[config.mk]
export PLATFORM = sky130hd
export DESIGN_NAME = preorder_tree_link_builder
export DESIGN_NICKNAME = d
export VERILOG_FILES = /design/src/design/ptlb_pkg.sv /design/src/design/preorder_tree_link_builder.sv /design/src/design/ptlb_ram.sv /design/src/design/ptlb_out_reg.sv
export SDC_FILE = /design/constraint.sdc
export NUM_CORES = 1
export LEC_CHECK = 0
export ABC_AREA = 0
export BUFFER_PORTS_ARGS = -buffer_cell sky130_fd_sc_hd__buf_2
export CAP_MARGIN = 20
export CELL_PAD_IN_SITES_DETAIL_PLACEMENT = 1
export CELL_PAD_IN_SITES_GLOBAL_PLACEMENT = 1
export CORE_UTILIZATION = 50
export CTS_CLUSTER_SIZE = 8
export DETAILED_ROUTE_END_ITERATION = 6
export GPL_ROUTABILITY_DRIVEN = 0
export HOLD_SLACK_MARGIN = 0.08
export PLACE_DENSITY = 0.73
export SLEW_MARGIN = 20
export SYNTH_ARGS = -nofsm -noshare
export SYNTH_HDL_FRONTEND = slang
export SYNTH_SLANG_ARGS = --single-unit
[constraint.sdc]
create_clock -name clk -period 3.5 [get_ports clk]
set_input_delay 0.525 -clock clk [delete_from_list [all_inputs] [get_ports clk]]
set_output_delay 0.525 -clock clk [all_outputs]
set_load 0.005 [all_outputs]
[src/design/ptlb_pkg.sv]
package ptlb_pkg;

  // sequencer phases: load, backward walk, final pops, emission
  typedef enum logic [3:0] {
    ST_LOAD,
    ST_KRD,
    ST_KIND,
    ST_POP1,
    ST_POP2,
    ST_FIN0,
    ST_FIN1,
    ST_FIN2,
    ST_ERD,
    ST_ELOAD,
    ST_RLOAD
  } state_t;

  // node kind as held in the kind memory
  typedef enum logic [1:0] {
    KIND_EMPTY = 2'd0,
    KIND_LEAF  = 2'd1,
    KIND_INNER = 2'd2
  } kind_t;

  // bit that flags the main root in the decoded parent value
  localparam int unsigned ROOT_BIT = 4;

  typedef struct packed {
    logic [3:0] node_index;
    logic [3:0] parent_index;
    logic       parent_is_root;
    logic [3:0] left_child;
    logic [3:0] right_child;
    logic       is_leaf;
    logic       is_root_entry;
    logic       malformed;
    logic       last;
  } res_t;

endpackage

[src/design/preorder_tree_link_builder.sv]
// channel  | direction | ports                                         | request
// ---------+-----------+-----------------------------------------------+------------------------
// in_      | input     | in_node_id, in_right_root_index, in_last_node | one preorder node
// out_     | output    | out_node_index .. out_last                    | one node's links or root
//
// loading accepts one request per cycle; after the request flagged last the tree is walked
// backwards: each node has its kind read and handled, and an inner node then pops its two
// children; then come the final root pops, a memory read and an output register load per
// node result, and a last load for the root entry
// rst_n is synchronous and clears the sequencer and counters, not the memories
// out_stall holds each output load; in_stall is high from the last node to the root entry load
module preorder_tree_link_builder #(
  parameter int MAX_NODES = 16
) (
  input  logic       clk,
  input  logic       rst_n,
  input  logic       in_valid,
  output logic       in_stall,
  input  logic [7:0] in_node_id,
  input  logic [3:0] in_right_root_index,
  input  logic       in_last_node,
  output logic       out_valid,
  input  logic       out_stall,
  output logic [3:0] out_node_index,
  output logic [3:0] out_parent_index,
  output logic       out_parent_is_root,
  output logic [3:0] out_left_child,
  output logic [3:0] out_right_child,
  output logic       out_is_leaf,
  output logic       out_is_root_entry,
  output logic       out_malformed,
  output logic       out_last
);

  import ptlb_pkg::*;

  // index, count and packed word widths
  localparam int IW = $clog2(MAX_NODES);
  localparam int CW = $clog2(MAX_NODES + 1);
  localparam int LW = 2 * IW + 1;   // link word: left, right, leaf
  localparam int PW = IW + 1;       // parent word: root mark, index
  localparam int VW = (IW > 5) ? IW : 5;

  // sequencer state
  state_t st_r, st_nxt;

  // control registers
  logic [CW-1:0] cnt_r, cnt_nxt;
  logic [CW-1:0] dep_r, dep_nxt;
  logic          err_r, err_nxt;
  logic [3:0]    rr_r, rr_nxt;

  // payload registers
  logic [IW-1:0] i_r, i_nxt;
  logic [IW-1:0] c1_r, c1_nxt;
  logic [IW-1:0] rl_r, rl_nxt;
  logic [IW-1:0] rt_r, rt_nxt;
  logic [IW-1:0] e_r, e_nxt;

  // memory ports
  logic          kind_we, kind_re;
  logic [IW-1:0] kind_waddr;
  logic [1:0]    kind_wdata, kind_rd;
  logic          stk_we, stk_re;
  logic [IW-1:0] stk_waddr, stk_raddr, stk_rd;
  logic          lnk_we, lnk_re;
  logic [IW-1:0] lnk_waddr;
  logic [LW-1:0] lnk_wdata, lnk_rd;
  logic          par_we, par_re;
  logic [IW-1:0] par_waddr;
  logic [PW-1:0] par_wdata, par_rd;

  // output register
  logic out_load, out_can;
  res_t out_din, out_dout;

  // helpers
  logic          in_acc;
  kind_t         kind_q;
  logic          dep_pos, dep_gt1, e_last;
  logic [IW-1:0] top_addr, sec_addr;
  logic [CW-1:0] dep_dec;
  logic [VW-1:0] par_val;

  assign in_stall = (st_r != ST_LOAD);
  assign in_acc   = in_valid && !in_stall;
  assign kind_q   = kind_t'(kind_rd);
  assign dep_pos  = (dep_r != '0);
  assign dep_gt1  = (dep_r > CW'(1));
  assign dep_dec  = dep_r - CW'(1);
  assign top_addr = IW'(dep_r - CW'(1));
  assign sec_addr = IW'(dep_r - CW'(2));
  assign e_last   = ((CW'(e_r) + CW'(1)) == cnt_r);

  // parent word decode: root mark reads as index sixteen
  assign par_val = par_rd[IW] ? VW'(16) : VW'(par_rd[IW-1:0]);

  // node kinds, one per loaded request
  ptlb_ram #(.WIDTH(2), .DEPTH(MAX_NODES)) u_kind_ram (
    .clk   (clk),
    .we    (kind_we),
    .waddr (kind_waddr),
    .wdata (kind_wdata),
    .re    (kind_re),
    .raddr (i_r),
    .rdata (kind_rd)
  );

  // index stack
  ptlb_ram #(.WIDTH(IW), .DEPTH(MAX_NODES)) u_stack_ram (
    .clk   (clk),
    .we    (stk_we),
    .waddr (stk_waddr),
    .wdata (i_r),
    .re    (stk_re),
    .raddr (stk_raddr),
    .rdata (stk_rd)
  );

  // children and leaf flag per node
  ptlb_ram #(.WIDTH(LW), .DEPTH(MAX_NODES)) u_link_ram (
    .clk   (clk),
    .we    (lnk_we),
    .waddr (lnk_waddr),
    .wdata (lnk_wdata),
    .re    (lnk_re),
    .raddr (e_r),
    .rdata (lnk_rd)
  );

  // parent per node; each entry is cleared on its own visit before any link lands
  ptlb_ram #(.WIDTH(PW), .DEPTH(MAX_NODES)) u_parent_ram (
    .clk   (clk),
    .we    (par_we),
    .waddr (par_waddr),
    .wdata (par_wdata),
    .re    (par_re),
    .raddr (e_r),
    .rdata (par_rd)
  );

  ptlb_out_reg u_out_reg (
    .clk      (clk),
    .rst_n    (rst_n),
    .load     (out_load),
    .din      (out_din),
    .stall    (out_stall),
    .can_load (out_can),
    .valid    (out_valid),
    .dout     (out_dout)
  );

  // next state
  always_comb begin
    st_nxt = st_r;
    unique case (st_r)
      ST_LOAD: begin
        if (in_acc && in_last_node) begin
          st_nxt = ST_KRD;
        end
      end
      ST_KRD: st_nxt = ST_KIND;
      ST_KIND: begin
        if (kind_q == KIND_INNER) begin
          st_nxt = ST_POP1;
        end else if (i_r == '0) begin
          st_nxt = ST_FIN0;
        end else begin
          st_nxt = ST_KRD;
        end
      end
      ST_POP1: st_nxt = ST_POP2;
      ST_POP2: st_nxt = (i_r == '0) ? ST_FIN0 : ST_KRD;
      ST_FIN0: st_nxt = ST_FIN1;
      ST_FIN1: st_nxt = ST_FIN2;
      ST_FIN2: st_nxt = ST_ERD;
      ST_ERD:  st_nxt = ST_ELOAD;
      ST_ELOAD: begin
        if (out_can) begin
          st_nxt = e_last ? ST_RLOAD : ST_ERD;
        end
      end
      ST_RLOAD: begin
        if (out_can) begin
          st_nxt = ST_LOAD;
        end
      end
      default: st_nxt = ST_LOAD;
    endcase
  end

  // datapath and memory control
  always_comb begin
    logic [CW-1:0] cnt_after;
    logic [CW-1:0] dep_pop;
    logic [IW-1:0] c2;

    cnt_nxt = cnt_r;
    dep_nxt = dep_r;
    err_nxt = err_r;
    rr_nxt  = rr_r;
    i_nxt   = i_r;
    c1_nxt  = c1_r;
    rl_nxt  = rl_r;
    rt_nxt  = rt_r;
    e_nxt   = e_r;

    kind_we    = 1'b0;
    kind_waddr = IW'(cnt_r);
    kind_wdata = KIND_EMPTY;
    kind_re    = 1'b0;
    stk_we     = 1'b0;
    stk_waddr  = IW'(dep_r);
    stk_re     = 1'b0;
    stk_raddr  = top_addr;
    lnk_we     = 1'b0;
    lnk_waddr  = i_r;
    lnk_wdata  = '0;
    lnk_re     = 1'b0;
    par_we     = 1'b0;
    par_waddr  = i_r;
    par_wdata  = '0;
    par_re     = 1'b0;
    out_load   = 1'b0;
    out_din    = '0;

    cnt_after = (cnt_r < CW'(MAX_NODES)) ? cnt_r + CW'(1) : cnt_r;
    dep_pop   = dep_pos ? dep_dec : dep_r;
    c2        = dep_pos ? stk_rd : '0;

    unique case (st_r)
      ST_LOAD: begin
        if (in_acc) begin
          if (cnt_r < CW'(MAX_NODES)) begin
            kind_we = 1'b1;
            if (in_node_id == 8'd0) begin
              kind_wdata = KIND_EMPTY;
            end else if (in_node_id[7]) begin
              kind_wdata = KIND_INNER;
            end else begin
              kind_wdata = KIND_LEAF;
            end
            cnt_nxt = cnt_after;
          end else begin
            // beyond capacity: dropped
            err_nxt = 1'b1;
          end
          if (in_last_node) begin
            rr_nxt  = in_right_root_index;
            i_nxt   = IW'(cnt_after - CW'(1));
            dep_nxt = '0;
          end
        end
      end
      ST_KRD: begin
        kind_re = 1'b1;
      end
      ST_KIND: begin
        par_we = 1'b1;
        unique case (kind_q)
          KIND_LEAF: begin
            lnk_we    = 1'b1;
            lnk_wdata = LW'(1);
            if (dep_r < CW'(MAX_NODES)) begin
              stk_we  = 1'b1;
              dep_nxt = dep_r + CW'(1);
            end else begin
              err_nxt = 1'b1;
            end
            i_nxt = i_r - IW'(1);
          end
          KIND_INNER: begin
            stk_re = dep_pos;
          end
          default: begin
            // empty slot: no links
            lnk_we = 1'b1;
            i_nxt  = i_r - IW'(1);
          end
        endcase
      end
      ST_POP1: begin
        if (dep_pos) begin
          c1_nxt    = stk_rd;
          dep_nxt   = dep_dec;
          par_we    = 1'b1;
          par_waddr = stk_rd;
          par_wdata = {1'b0, i_r};
          stk_re    = dep_gt1;
          stk_raddr = sec_addr;
        end else begin
          c1_nxt  = '0;
          err_nxt = 1'b1;
        end
      end
      ST_POP2: begin
        if (dep_pos) begin
          par_we    = 1'b1;
          par_waddr = stk_rd;
          par_wdata = {1'b0, i_r};
        end else begin
          err_nxt = 1'b1;
        end
        lnk_we    = 1'b1;
        lnk_wdata = {c1_r, c2, 1'b0};
        stk_waddr = IW'(dep_pop);
        if (dep_pop < CW'(MAX_NODES)) begin
          stk_we  = 1'b1;
          dep_nxt = dep_pop + CW'(1);
        end else begin
          err_nxt = 1'b1;
          dep_nxt = dep_pop;
        end
        i_nxt = i_r - IW'(1);
      end
      ST_FIN0: begin
        // node 0 hangs off the main root
        par_we    = 1'b1;
        par_waddr = '0;
        par_wdata = {1'b1, {IW{1'b0}}};
        if (dep_r != CW'(2)) begin
          err_nxt = 1'b1;
        end
        stk_re = dep_pos;
      end
      ST_FIN1: begin
        if (32'(rr_r) < MAX_NODES) begin
          par_we    = 1'b1;
          par_waddr = IW'(rr_r);
          par_wdata = {1'b1, {IW{1'b0}}};
        end
        if (dep_pos) begin
          rl_nxt    = stk_rd;
          dep_nxt   = dep_dec;
          stk_re    = dep_gt1;
          stk_raddr = sec_addr;
        end else begin
          rl_nxt  = '0;
          err_nxt = 1'b1;
        end
      end
      ST_FIN2: begin
        rt_nxt = c2;
        if (dep_pos) begin
          dep_nxt = dep_dec;
        end else begin
          err_nxt = 1'b1;
        end
        e_nxt = '0;
      end
      ST_ERD: begin
        lnk_re = 1'b1;
        par_re = 1'b1;
      end
      ST_ELOAD: begin
        if (out_can) begin
          out_load               = 1'b1;
          out_din.node_index     = 4'(e_r);
          out_din.parent_index   = par_val[3:0];
          out_din.parent_is_root = par_val[ROOT_BIT];
          out_din.left_child     = 4'(lnk_rd[LW-1 -: IW]);
          out_din.right_child    = 4'(lnk_rd[IW:1]);
          out_din.is_leaf        = lnk_rd[0];
          e_nxt                  = e_r + IW'(1);
        end
      end
      ST_RLOAD: begin
        if (out_can) begin
          out_load              = 1'b1;
          out_din.left_child    = 4'(rl_r);
          out_din.right_child   = 4'(rt_r);
          out_din.is_root_entry = 1'b1;
          out_din.malformed     = err_r;
          out_din.last          = 1'b1;
          // start of the next tree
          cnt_nxt = '0;
          dep_nxt = '0;
          err_nxt = 1'b0;
        end
      end
      default: begin
      end
    endcase
  end

  always_ff @(posedge clk) begin
    if (!rst_n) begin
      st_r  <= ST_LOAD;
      cnt_r <= '0;
      dep_r <= '0;
      err_r <= 1'b0;
      rr_r  <= '0;
    end else begin
      st_r  <= st_nxt;
      cnt_r <= cnt_nxt;
      dep_r <= dep_nxt;
      err_r <= err_nxt;
      rr_r  <= rr_nxt;
    end
  end

  always_ff @(posedge clk) begin
    i_r  <= i_nxt;
    c1_r <= c1_nxt;
    rl_r <= rl_nxt;
    rt_r <= rt_nxt;
    e_r  <= e_nxt;
  end

  assign out_node_index     = out_dout.node_index;
  assign out_parent_index   = out_dout.parent_index;
  assign out_parent_is_root = out_dout.parent_is_root;
  assign out_left_child     = out_dout.left_child;
  assign out_right_child    = out_dout.right_child;
  assign out_is_leaf        = out_dout.is_leaf;
  assign out_is_root_entry  = out_dout.is_root_entry;
  assign out_malformed      = out_dout.malformed;
  assign out_last           = out_dout.last;

endmodule

[src/design/ptlb_ram.sv]
module ptlb_ram #(
  parameter int WIDTH = 4,
  parameter int DEPTH = 16
) (
  input  logic                                   clk,
  input  logic                                   we,
  input  logic [(DEPTH > 1 ? $clog2(DEPTH) : 1)-1:0] waddr,
  input  logic [WIDTH-1:0]                       wdata,
  input  logic                                   re,
  input  logic [(DEPTH > 1 ? $clog2(DEPTH) : 1)-1:0] raddr,
  output logic [WIDTH-1:0]                       rdata
);

  logic [WIDTH-1:0] mem [DEPTH];

  always_ff @(posedge clk) begin
    if (we) begin
      mem[waddr] <= wdata;
    end
  end

  // read data held until the next read
  always_ff @(posedge clk) begin
    if (re) begin
      rdata <= mem[raddr];
    end
  end

endmodule

[src/design/ptlb_out_reg.sv]
module ptlb_out_reg (
  input  logic            clk,
  input  logic            rst_n,
  input  logic            load,
  input  ptlb_pkg::res_t  din,
  input  logic            stall,
  output logic            can_load,
  output logic            valid,
  output ptlb_pkg::res_t  dout
);

  import ptlb_pkg::*;

  logic valid_r;
  logic valid_nxt;
  res_t data_r;

  assign can_load = !valid_r || !stall;

  always_comb begin
    valid_nxt = valid_r;
    if (load) begin
      valid_nxt = 1'b1;
    end else if (valid_r && !stall) begin
      valid_nxt = 1'b0;
    end
  end

  always_ff @(posedge clk) begin
    if (!rst_n) begin
      valid_r <= 1'b0;
    end else begin
      valid_r <= valid_nxt;
    end
  end

  always_ff @(posedge clk) begin
    if (load) begin
      data_r <= din;
    end
  end

  assign valid = valid_r;
  assign dout  = data_r;

endmodule

# == Word level (Yosys, flattened, before mapping) ==
# Memory sizes are Yosys's and may differ from the RTL's. A register that Yosys moved wholly into a read port is not among the register bits.
# Index checks and enable logic that the tools add are counted.
# totals
ramBits,320
n_memories,4
reg_bits,61
wordCells,181
in_bits,17
latchBits,0
mem_bits_ro,0
# classes
shift,0
div_mod_pow,0
eq_ne,26
add_sub_neg,9
bitwise,2
muxes,82
reduce_logical,34
mul,0
n_lt_le_gt_ge,4
# mem_list
name,words,width,rd,rd_ports_with_merged_regs,wr,line_no,rtl
u_link_ram.mem,16,9,1,1,1,ptlb_ram.sv:14,logic [WIDTH-1:0] mem [DEPTH];
u_parent_ram.mem,16,5,1,1,1,ptlb_ram.sv:14,
u_stack_ram.mem,16,4,1,1,1,ptlb_ram.sv:14,
u_kind_ram.mem,16,2,1,1,1,ptlb_ram.sv:14,
# ops
operator,n
two-way mux 5 bit,11
two-way mux 4 bit,13
case mux 4 bit (11 select lines),1
two-way mux 1 bit,33
case mux 5 bit (5 select lines),1
"inequality test 2 bit, second input constant",12
case mux 4 bit (3 select lines),2
case mux 5 bit (2 select lines),2
case mux 9 bit (2 select lines),1
"equality test 4 x 3 -> 1 bit, second input constant",4
case mux 8 bit (2 select lines),1
"adder 5 x 1 -> 5 bit, second input constant",3
"less-than comparator 5 bit, second input constant",3
"equality test 4 bit, second input constant",3
two-way mux 2 bit,6
nonzero test 5 bit,2
two-way mux 3 bit,3
two-way mux 9 bit,1
OR reduction 3 bit,3
"equality test 4 x 2 -> 1 bit, second input constant",2
logical NOT 4 bit,2
logical NOT 8 bit,1
two-way mux 8 bit,1
case mux 4 bit (2 select lines),1
28 further kinds,45

# == Depth between registers and ports, before layout ==
# Gate-level depths: netlist of the first run.
# depth
word_depth,7
depth_mapped,13

# == By module ==
# From an unflattened synthesis of the first run, not the netlist that was laid out.
# unflattened
hier_cells,1009
area_unflattened_um2,16973.8
# by_module_without_submodules
mod,seq_area_each_um2,cells_each,n_inst,area_per_inst_um2
ptlb_ram at u_link_ram,4594.4,254,1,5870.6
ptlb_ram at u_parent_ram,2552.4,155,1,3263.1
preorder_tree_link_builder,980.9,367,1,3067.9
ptlb_ram at u_stack_ram,2042.0,130,1,2706.3
ptlb_ram at u_kind_ram,1021.0,78,1,1400.1
ptlb_out_reg,650.6,25,1,665.6

# == Worst setup path before layout of the first run ==
# Ideal clock, no wire load.
# synth_timing
path_kind,register to register
startpoint,register dep_r[0]
endpoint,"register u_stack_ram.rdata[3], read port of u_stack_ram.mem, data pin"
n_path_buf,3
slack_ps,393
setup_time_ps,257
arrival_time_ps,2851
synth_period_minus_slack_ps,3107
stages_incl_launch_ff,12
path_cell_list,dfxtp_1 buf_2 buf_2 clkinv_1 ha_1 nor4b_4 or3_1 buf_4 mux2i_2 nand2b_1 a211o_1 a32o_1
# synth_via
elab_chain_cells,3
# synth_rtl
element,line_no,rtl
start: declaration,preorder_tree_link_builder.sv:49,"logic [CW-1:0] dep_r, dep_nxt;"
start signal: assignment,preorder_tree_link_builder.sv:396,dep_r <= dep_nxt;
"> comparator 5 x 1 -> 1 bit, or another cell as far along",preorder_tree_link_builder.sv:89,assign dep_gt1 = (dep_r > CW'(1));
"two-way mux 1 bit, or another cell as far along","preorder_tree_link_builder.sv:283, preorder_tree_link_builder.sv:332",
case mux 1 bit (3 select lines) or two-way mux 4 bit (tied branches),n/a,
end: declaration,ptlb_ram.sv:11,output logic [WIDTH-1:0] rdata
# Parallel ways exist; a longest one is shown, timed or not.
# A chain may end at the register's enable or synchronous reset.

# == Worst setup path in the final report of the first run ==
# layout_timing
startpoint,register dep_r[0]
endpoint,"memory u_stack_ram.mem[40][1], in the netlist u_stack_ram.mem[10][1], enable pin"
# layout_via
elab_chain_cells,7
# layout_rtl
element,line_no,rtl
subtractor 5 x 1 -> 5 bit or nonzero test 5 bit (tied branches),n/a,
two-way mux 5 bit,n/a,
less-than comparator 5 bit,preorder_tree_link_builder.sv:307,if (dep_pop < CW'(MAX_NODES)) begin
two-way mux 1 bit,preorder_tree_link_builder.sv:307,
case mux 1 bit (2 select lines),preorder_tree_link_builder.sv:231,unique case (st_r)
two-way mux 1 bit,ptlb_ram.sv:17,if (we) begin
two-way mux 1 bit (not written as such),ptlb_ram.sv:18,mem[waddr] <= wdata;
end: declaration,ptlb_ram.sv:14,
# Parallel ways exist; a longest one is shown, timed or not.

==> impl_results.md, run 1 <==
- Synth Instances: just over 1000
- RR Endpoint: u_stack_ram.mem[10][1]
- Logic gate share of total power: between 3 and 4%
- First-pass GRT wire length: between 60000 and 70000 um
- Detailed placement HPWL: between 20000 and 30000 um
- Max Cap Viol: 0
- Total Routing Usage GR: around a quarter
- Layout cell share with drive strength beyond 1: 23.3%
- RSZ-0062 raised after global routing: no
- Status: complete, no violations
- Synth async-reset ratio: 0%
- Syn Area/Cell: approximately 17 um^2
- Grt ovf: 0
- FP Rows: 67
- DRT Pass-1 Iters: 5
- Port Buffer Count: 39
- Sequential share of the synthesized area: about two thirds
- WS Path Type: reg2reg
- Vias after detailed routing: between 9000 and 10000
- Crit-path max FO: 11
- Vias in the first global route: approximately 10000
- DP Area: ~18000 um^2
- Peak VDD IR: about 0.38 mV
- CTS-repair resized insts: 0
- Num ports: 40
- CTS tree: built
- Total negative slack: 0 ns
- Yosys warning count: 0
- Pins Over Slew Limit: 0
- CP Launch Type: flop
- F_max: slightly above 300 MHz
- H-tree depth: 2
- Crit Reg-Reg Startpoint: dep_r[0]
- Hold Buf Count CTS: 0
- Worst-Margin Slew: approximately 0.96 ns
- Critical path arrival: ~3.5 ns
- Final WS setup: between 0.2 and 0.3 ns
- Syn Nets: about 1100
- Placed insts: 1509
- CTS root buf: clkbuf_16
- Reg2Reg Setup Slack: 0.28 ns
- Final Cell Area: 19800 um^2
- Met1 Track Usage GR: a little under a third
- Post-layout nets: between 1000 and 1500
- Non-filler cells, final: approximately 1600
- Top_reg_cell synth: edfxtp_1
- Worst EP required: ~3.8 ns
- Pwr/cell area: 538 nW/um^2
- Count of state elements after synthesis: 400
- Final wirelength: about 40000 um
- Worst R2R Path Depth: 7
- Clock share of power: between 40% and 50%
- Switch Pwr: 0.00219 W
- Final hold viol count: 0
- Skew-Pair Late Insertion Delay: approximately 0.6 ns
- DRT iter0 DRCs: 735
- Clk buf depth: 3
- Design Power: ~0.011 W
- Setup violators final: 0
- Multi-input gate area: 5200 um^2
- Static leakage: around 6.3 nW
- Antenna cells: 0
- Register area: 11800 um^2
- Sw frac: between 20% and 30%
- Clock buffer count from CTS: 56
- Pin count of the biggest net entering global routing: 61
- Clock slew at reported path FFs: ~0.050 ns
- Met3 Usage GRT: around 4.4%
- HP Class: in2reg
- Core area: 33800 um^2
- Worst Setup SP: dep_r[0]
- Crit path time final: ~3.2 ns
- Layout Skew: ~0.012 ns
- Netlist cell types: 71
- Remaining DRCs: 0
- Reg power frac: about half
- Layout area overhead: 14.4%
- GR peak layer: met2
- Clock sinks: 400
- Crit path capture: u_stack_ram.mem[10][1]
- Via-per-instance ratio: ~6.0
- EDFF count, synth: 380
- Slew headroom: approximately a third
- Initial antenna violation count: 0
- Starting density of the core: roughly half
- Post-CTS Setup Bufs: 0
- GR Util met2: between 30% and 40%
- Worst Setup End Kind: flop
- Synthesized area: 17300 um^2
- Die Height: roughly 190 um
- Period utilization: about 90%
- Post-DRT Antenna Nets: 0
- Dpl ws: 0.370 ns
- Filler cell count: ~3000
- Internal: approximately 0.0085 W
- Die Wd: 188 um
- WL per Instance: roughly 25 um
- Die Area: between 30000 and 40000 um^2
## placed cells by master (no fill, tap or decap), types with 3 or more instances in the layout
cell | synthesis | routed
edfxtp_1 | 380 | 380
mux4_2 | 102 | 102
nor2_1 | 100 | 99
clkbuf_16 | 0 | 57
nand2_1 | 44 | 44
buf_4 | 5 | 42
buf_2 | 10 | 39
clkbuf_1 | 35 | 37
and2_1 | 28 | 28
nor3_1 | 29 | 28
o21ai_0 | 24 | 24
nor2b_1 | 21 | 21
nand3_1 | 19 | 19
dfxtp_1 | 20 | 19
a21oi_1 | 18 | 17
nand2b_1 | 16 | 16
mux2i_1 | 16 | 16
xnor2_1 | 15 | 15
ha_1 | 15 | 15
inv_1 | 9 | 9
and3_1 | 9 | 9
a31oi_1 | 9 | 9
a22o_1 | 8 | 8
xor2_1 | 8 | 8
a22oi_1 | 7 | 7
a21boi_0 | 5 | 5
a221oi_1 | 4 | 4
mux2_2 | 4 | 4
or3_1 | 4 | 4
nor3b_1 | 5 | 4
o22ai_1 | 4 | 4
clkinv_1 | 2 | 3
nand3b_1 | 3 | 3
a211oi_1 | 3 | 3
a2111oi_0 | 3 | 3
a221o_1 | 3 | 3
## power by group through the flow
stage               Clock, W  Sequential, W  Combinational, W
floorplan                  0        0.00538          0.000213
global placement           0        0.00540          0.000320
detailed placement         0        0.00541          0.000328
CTS                  0.00510        0.00531          0.000331
global route         0.00528        0.00531          0.000358
finish               0.00502        0.00531          0.000326
## metal layers
| metal | up-vias | routed length, um |
|---|---|---|
| met1 | 5000 | 17100 |
| met5 | - | 0 |
| met2 | 257 | 20500 |
| met4 | 0 | 784 |
| met3 | 57 | 1970 |
| li1 | 4272 | - |
## through the flow
step	hold WS [ns]	utilization, %
3_5_place_dp	0.508	53.8
5_1_grt	0.234	58.6
2_1_floorplan	0.462	-
3_3_place_gp	0.476	53.8
6_report	0.211	58.6
4_1_cts	0.198	58.6
## final cells by class
| type | instances | share of cell area (%) |
|---|---|---|
| clock buffers | 94 | 7.90 |
| clock inverters | 4 | 0.373 |
| inverters | 12 | 0.227 |
| multi-input cells | 566 | 26.3 |
| flip-flops and latches | 400 | 59.6 |
| well taps | 448 | 2.83 |
| repair buffers | 83 | 2.78 |
## critical path: stages, from the launching register on
cell and delay [ns]:
dfxtp_2 0.31, clkinv_1 0.19, ha_1 0.30, nor3b_1 0.37, mux2_2 0.43, o32ai_1 0.30, o21ai_0 0.52, nor2_1 0.45
## state kept, by name (all words and copies together) (netlist names), 2 cells and up
name                cells
c1_r                    4
cnt_r                   5
dep_r                   5
e_r                     4
i_r                     4
rl_r                    4
rr_r                    4
rt_r                    4
st_r                    4
u_kind_ram.mem         32
u_kind_ram.rdata        2
u_link_ram.mem        144
u_link_ram.rdata        9
u_out_reg.dout         20
u_parent_ram.mem       80
u_parent_ram.rdata      5
u_stack_ram.mem        64
u_stack_ram.rdata       4
## how the worst min path moves through the flow
stage              end              startpoint  depth (start not counted)  slack [ns]
2_1_floorplan  rr_r[3]                 rr_r[3]                          2        0.46
3_3_place_gp     err_r                   err_r                          1        0.48
3_5_place_dp   rr_r[3]                 rr_r[3]                          2        0.51
4_1_cts        rr_r[3]  in_right_root_index[3]                          3        0.20
5_1_grt        rr_r[3]  in_right_root_index[3]                          3        0.23
6_report       rr_r[3]  in_right_root_index[3]                          3        0.21
## cells by family (layout without fill, tap and decap cells)
| kind of cell | count (synthesis) | in the layout | synth area share (%) |
|---|---|---|---|
| compound gates | 108 | 108 | 4.27 |
| xor+xnor | 24 | 24 | 1.26 |
| fa+ha+maj | 15 | 15 | 1.08 |
| buf+inv | 72 | 193 | 1.83 |
| flops | 400 | 400 | 68.2 |
| mux | 124 | 124 | 14.6 |
| simple gates | 295 | 295 | 8.74 |
## cells in the mapped netlist, types with 7 or more instances
library cell	number	area (um^2)
edfxtp_1	380	11400
mux4_2	102	2300
nor2_1	100	375
nand2_1	44	165
clkbuf_1	35	131
nor3_1	29	145
and2_1	28	175
o21ai_0	24	120
nor2b_1	21	131
dfxtp_1	20	400
nand3_1	19	95.1
a21oi_1	18	90.1
mux2i_1	16	160
nand2b_1	16	100
ha_1	15	188
xnor2_1	15	131
buf_2	10	50.1
a31oi_1	9	56.3
and3_1	9	56.3
inv_1	9	33.8
a22o_1	8	70.1
buf_1	8	30.0
xor2_1	8	70.1
a22oi_1	7	52.6
No activity file was read; power rests on OpenSTA's default activity.
==> inputs of run 2 (changes only) <==
--- a/config.mk
+++ b/config.mk
@@ -10,7 +10,9 @@
 export CAP_MARGIN = 20
 export CELL_PAD_IN_SITES_DETAIL_PLACEMENT = 1
 export CELL_PAD_IN_SITES_GLOBAL_PLACEMENT = 1
+export CORE_MARGIN = 4
 export CORE_UTILIZATION = 50
+export CTS_BUF_LIST = sky130_fd_sc_hd__clkbuf_8 sky130_fd_sc_hd__clkbuf_16
 export CTS_CLUSTER_SIZE = 8
 export DETAILED_ROUTE_END_ITERATION = 6
 export GPL_ROUTABILITY_DRIVEN = 0
==> run 2 against run 1 <==
  * Combinational power rose by 1%
  * Die area rose by 6.5%
  * Power fell by 2.0%
  * Sequential power barely moved
  * Sequential share of layout area fell by 0.11 points
  * Hold slack improved by 0.021 ns
  * Utilization barely moved
  * Non-clock buffer count rose by 10
  * Critical path depth did not move
  * Final cell count rose by 0.93%
  * Via count rose by 0.93%
  * Global-route usage fell by 1.5 points
  * Critical path type unchanged
  * Highest routed layer unchanged
==> impl_results.md, run 2 (synthesized netlist as in run 1, its figures left out) <==
- Status: complete, no violations
- Total Routing Usage GR: 22.1% (-1.5 points)
- Layout area overhead: 14.6%
- F_max: 311 MHz (about the same)
- Crit path time final: 3.22 ns (+0.000385 ns)
- Peak VDD IR: 0.411 mV (+8.6%)
- Remaining DRCs: 0 (unchanged)
- Logic gate share of total power: 3.2% (about the same)
- Vias after detailed routing: 9675 (+0.93%)
- CTS root buf: clkbuf_16
- GR Util met2: 37.4% (-2.3 points)
- Total negative slack: 0 ns (unchanged)
- Top Registers: u_link_ram.mem (144), u_parent_ram.mem (80), u_stack_ram.mem (64)
- Die Area: 37700 um^2 (+6.5%)
- Grt ovf: 0 (unchanged)
- Post-CTS Setup Bufs: 0 (unchanged)
- Detailed placement HPWL: 27800 um (+4.1%)
- Vias in the first global route: 10400 (+4.0%)
- Core area: 33900 um^2 (+0.25%)
- Pin count of the biggest net entering global routing: 49 (-20%)
- CP Launch Type: flop
- Util after Layout: 58.6% (about the same)
- Crit-path max FO: 19 (+8)
- Sw frac: 21.4% (+0.84 points)
- First-pass GRT wire length: 64300 um (+4.1%)
- Worst-Margin Slew: 1.10 ns (+0.140 ns)
- GR peak layer: met2
- Clk buf depth: 3 (unchanged)
- DRT Pass-1 Iters: 5 (unchanged)
- Static leakage: 6.54 nW (+3.3%)
- Worst Setup End Kind: flop
- Final wirelength: 41400 um (+2.5%)
- Max Cap Viol: 0 (unchanged)
- Num ports: 40 (unchanged)
- Clock sinks: 400 (unchanged)
- Die Height: 194 um (+3.2%)
- Skew-Pair Late Insertion Delay: 0.60 ns (about the same)
- H-tree depth: 2 (unchanged)
- Clock share of power: 46.0% (-1.1 points)
- WS Path Type: reg2reg
- RSZ-0062 raised after global routing: no
- Via-per-instance ratio: 5.96 (about the same)
- Pwr/cell area: 526 nW/um^2 (-2.1%)
- Most flops, register: u_link_ram.mem
- FP Rows: 67 (unchanged)
- Die Wd: 194 um (+3.2%)
- Setup violators final: 0 (unchanged)
- Layout cell share with drive strength beyond 1: 23.6% (+0.30 points)
- Initial antenna violation count: 0 (unchanged)
- Slew headroom: 25.7% (-9.5 points)
- Layout Skew: 0.0316 ns (+0.0192 ns)
- Hold Buf Count CTS: 0 (unchanged)
- Post-DRT Antenna Nets: 0 (unchanged)
- CTS-repair resized insts: 0 (unchanged)
- Clock slew at reported path FFs: 0.06 ns (about the same)
- HP Class: in2reg
- CTS tree: built
- Met3 Usage GRT: 3.28% (-1.1 points)
- Clock buffer count from CTS: 55 (-1.8%)
- Leading cell type in the layout, fill and taps excluded: edfxtp_1
- Post-layout nets: 1160 (+0.78%)
- Final hold viol count: 0 (unchanged)
- Reg power frac: 50.9% (+1.0 points)
- Antenna cells: 0 (unchanged)
- Period utilization: 91.9% (about the same)
- Switch Pwr: 0.00223 W (+2.1%)
- Worst EP required: 3.72 ns (-0.03 ns)
- Most frequent cells in the layout: edfxtp_1, mux4_2, nor2_1
- Max reg flops: 144 (unchanged)
- Internal: 0.00821 W (-3.0%)
- DRT iter0 DRCs: 746 (+1.5%)
- WL per Instance: 25.5 um (+1.6%)
- Critical path arrival: 3.44 ns (-0.03 ns)
- Pins Over Slew Limit: 0 (unchanged)
- Starting density of the core: 51.1% (-0.13 points)
- Port Buffer Count: 39 (unchanged)
- Met1 Track Usage GR: 30.2% (-1.3 points)
-- run 2: path summary, 6_finish.rpt --
path                          startpoint                     end  depth (start not counted)  slack (ns)
hold / removal    in_right_root_index[3]                 rr_r[3]                          3        0.23
hold reg to reg                    err_r                   err_r                          1        0.50
setup reg to reg                 st_r[0]  u_parent_ram.mem[0][1]                          7        0.28
setup / recovery                 st_r[0]  u_parent_ram.mem[0][1]                          7        0.28
-- run 2: stage by stage --
step | total power [W] | cell area (um^2) | worst slack, ns | hold WS [ns] | instances
after floorplan | 0.00560 | 17300 | 0.393 | 0.462 | 1038
after global placement | 0.00572 | 18200 | 0.554 | 0.475 | 1518
after detailed placement | 0.00574 | 18200 | 0.393 | 0.488 | 1518
after CTS | 0.0105 | 19800 | 0.320 | 0.218 | 1621
after global routing | 0.0108 | 19800 | 0.149 | 0.226 | 1622
final | 0.0104 | 19800 | 0.283 | 0.232 | 1622
-- run 2: worst max-delay path: stages (launching register included) --
cell and delay (ns):
dfxtp_1 0.80, xnor2_1 0.21, nor3b_2 0.36, buf_4 0.28
nor3b_1 0.08, a221o_1 0.33, or2_1 0.31, nor2_1 0.45
-- run 2: layer usage --
layer  vias to the layer above  part of all wire, %
li1                       4295                    -
met1                      5036                   41
met2                       269                   51
met3                        75                  4.9
met4                         0                  2.5
met5                         -                    0
-- run 2: area by class of cell --
| type | count | area (um^2) |
|---|---|---|
| clock buffer | 55 | 1380 |
| multi-input combinational | 566 | 5200 |
| sequential | 400 | 11800 |
| inverter | 12 | 45.0 |
| tap | 448 | 561 |
| timing repair buffer | 93 | 613 |
| clock inverter | 48 | 239 |
| fill | 3125 | 14000 |
-- run 2: power groups by stage --
stage / Sequential, W / Combinational [W] / Clock [W]
after floorplan: 0.00538 / 0.000213 / 0
after global placement: 0.00541 / 0.000318 / 0
after detailed placement: 0.00541 / 0.000329 / 0
after CTS: 0.00532 / 0.000333 / 0.00490
after global routing: 0.00532 / 0.000361 / 0.00514
final: 0.00532 / 0.000330 / 0.00480
==> inputs of run 3 (changes only) <==
--- a/config.mk
+++ b/config.mk
@@ -11,13 +11,13 @@
 export CELL_PAD_IN_SITES_DETAIL_PLACEMENT = 1
 export CELL_PAD_IN_SITES_GLOBAL_PLACEMENT = 1
 export CORE_MARGIN = 4
-export CORE_UTILIZATION = 50
+export CORE_UTILIZATION = 40
 export CTS_BUF_LIST = sky130_fd_sc_hd__clkbuf_8 sky130_fd_sc_hd__clkbuf_16
 export CTS_CLUSTER_SIZE = 8
 export DETAILED_ROUTE_END_ITERATION = 6
 export GPL_ROUTABILITY_DRIVEN = 0
 export HOLD_SLACK_MARGIN = 0.08
-export PLACE_DENSITY = 0.73
+export PLACE_DENSITY = 0.61
 export SLEW_MARGIN = 20
 export SYNTH_ARGS = -nofsm -noshare
 export SYNTH_HDL_FRONTEND = slang
==> run 3 against run 2 <==
  * Non-clock buffer count decreased by 1
  * Design area grew 0.52%
  * First-iteration DRC count down 26%
  * Via count is 2.5% lower
  * Register-to-register slack improved by 0.12 ns
  * Setup slack better by 0.12 ns
  * Flip-flop and latch count unchanged
  * Largest cell class unchanged
==> impl_results.md, run 3 (synthesized netlist as in run 1, its figures left out) <==
- Status: complete, no violations
- Pins Over Slew Limit: 0 (unchanged)
- Antenna cells: 0 (unchanged)
- Crit Reg-Reg Startpoint: st_r[0]
- Total negative slack: 0 ns (unchanged)
- Max Cap Viol: 0 (unchanged)
- FP Rows: 75 (+12%)
- Setup violators final: 0 (unchanged)
- Port Buffer Count: 39 (unchanged)
- Crit path capture: u_parent_ram.mem[10][3]
- Post-layout nets: 1159 (-0.086%)
- Worst Setup SP: st_r[0]
- Core area: 42400 um^2 (+25%)
- Layout Skew: 0.0424 ns (+0.0108 ns)
- DP Area: 18400 um^2 (+0.89%)
- Worst Setup End Kind: flop
- Static leakage: 6.45 nW (-1.3%)
- RSZ-0062 raised after global routing: no
- DRT Pass-1 Iters: 6 (+1)
- Logic gate share of total power: 3.3% (about the same)
- Final hold viol count: 0 (unchanged)
- Reg power frac: 51.1% (+0.2 points)
- Critical-path top delay cell: dfxtp_1
- Post-CTS Setup Bufs: 0 (unchanged)
- Sw frac: 21.2% (-0.23 points)
- Layout cell share with drive strength beyond 1: 23.9% (+0.31 points)
- Skew-Pair Late Insertion Delay: 0.61 ns (about the same)
- Starting density of the core: 40.8% (-10 points)
- Layout area overhead: 15.2%
- Worst EP required: 3.73 ns (about the same)
- Util after Layout: 47.0% (-12 points)
- Final WS setup: 0.402 ns (+0.119 ns)
- WS Path Type: reg2reg
- Switch Pwr: 0.00220 W (-1.7%)
- Hold_ws: 0.203 ns (-0.0286 ns)
- Leading cell type in the layout, fill and taps excluded: edfxtp_1
- F_max: 323 MHz (+3.8%)
- Clock buffer count from CTS: 55 (unchanged)
- DRT iter0 DRCs: 554 (-26%)
- Die Wd: 216 um (+11%)
- Crit path time final: 3.10 ns (-0.119 ns)
- Period utilization: 88.5% (-3.4 points)
- Die Area: 46700 um^2 (+24%)
- CP Launch Type: flop
- First-pass GRT wire length: 64300 um (about the same)
- Remaining DRCs: 0 (unchanged)
- Dpl ws: 0.443 ns (+0.0508 ns)
- Grt ovf: 0 (unchanged)
- Clock sinks: 400 (unchanged)
- Max reg flops: 144 (unchanged)
- CTS root buf: clkbuf_16
- Clock slew at reported path FFs: 0.06 ns (about the same)
- RR Endpoint: u_parent_ram.mem[10][3]
- Worst R2R Path Depth: 6 (-1)
- Top Registers: u_link_ram.mem (144), u_parent_ram.mem (80), u_stack_ram.mem (64)
- Post-DRT Antenna Nets: 0 (unchanged)
- H-tree depth: 2 (unchanged)
- Critical path arrival: 3.32 ns (-0.12 ns)
- Internal: 0.00819 W (-0.32%)
- Pwr/cell area: 520 nW/um^2 (-1.1%)
- Die Height: 216 um (+11%)
- CTS-repair resized insts: 0 (unchanged)
- Peak VDD IR: 0.464 mV (+13%)
- Worst-Margin Slew: 0.941 ns (-0.162 ns)
- Pin count of the biggest net entering global routing: 47 (-4.1%)
- HP Class: in2reg
- Vias after detailed routing: 9433 (-2.5%)
- Final wirelength: 41700 um (+0.87%)
- WL per Instance: 24.0 um (-5.8%)
- Vias in the first global route: 10200 (-2.4%)
- Num ports: 40 (unchanged)
- Slew headroom: 37.3% (+12 points)
- Hold Startpoint: in_right_root_index[2]
- Clk buf depth: 3 (unchanged)
- Crit path cell chain: xnor2_1, nor3b_2, nor3b_1, a221o_1, nand2b_1, nor2_1
- Hold Buf Count CTS: 0 (unchanged)
- Critical Path Max Stage Delay: 0.77 ns (-0.03 ns)
- Detailed placement HPWL: 27800 um (+0.16%)
- Final Cell Area: 20000 um^2 (+0.52%)
- Total Routing Usage GR: 18.1% (-4.0 points)
- Initial antenna violation count: 0 (unchanged)
- Clock share of power: 45.6% (-0.4 points)
- Most frequent cells in the layout: edfxtp_1, mux4_2, nor2_1
- Reg2Reg Setup Slack: 0.40 ns (+0.12 ns)
- CTS tree: built
- Crit-path max FO: 19 (unchanged)
- Via-per-instance ratio: 5.43 (-8.9%)
- Most flops, register: u_link_ram.mem
-- run 3: cell count changes in the layout (fill, tap and decap cells not counted), sizes merged --
cell and delta:
buf -1, clkinv +1, inv -15
-- run 3: final cells by class --
cell class | instances | area [um^2]
clock buffer | 55 | 1380
clock inverter | 34 | 185
fill | 4159 | 22500
inverter | 12 | 45.0
multi-input combinational | 566 | 5200
sequential | 400 | 11800
tap | 577 | 722
timing repair buffer | 92 | 606
-- run 3: through the flow --
| stage | std cells | total power, W |
|---|---|---|
| floorplan | 1038 | 0.00560 |
| global placement | 1647 | 0.00574 |
| detailed placement | 1647 | 0.00574 |
| CTS | 1736 | 0.0105 |
| global route | 1736 | 0.0108 |
| finish | 1736 | 0.0104 |
-- run 3: worst min-delay path by stage --
stage                          to  slack (ns)  cells after the start
after floorplan           rr_r[3]        0.46                      2
after global placement      err_r        0.48                      1
after detailed placement    err_r        0.48                      1
after CTS                 rr_r[2]        0.18                      3
after global routing      rr_r[0]        0.19                      3
final                     rr_r[2]        0.20                      3
-- run 3: power by group through the flow --
stage               combinational, W  clock, W  sequential, W
finish                      0.000343   0.00474        0.00530
global route                0.000376   0.00511        0.00530
CTS                         0.000348   0.00488        0.00530
detailed placement          0.000348         0        0.00540
global placement            0.000343         0        0.00539
floorplan                   0.000213         0        0.00538
-- run 3: metal layers --
layer / GRT usage [%] / part of all wire [%] / routed length (um)
met1: 25.0 / 45 / 18700
met2: 30.1 / 49 / 20500
met3: 2.77 / 4.0 / 1660
met4: 5.25 / 2.1 / 873
met5: 0 / 0 / 0
-- run 3: critical path: cells and delay by family, from the launching register on --
family	cells	cell delay, ns
flip-flops	1	0.77
XOR/XNOR	1	0.19
AND/OR/NAND/NOR	4	1.42
AO/OA/AOI/OAI	1	0.33
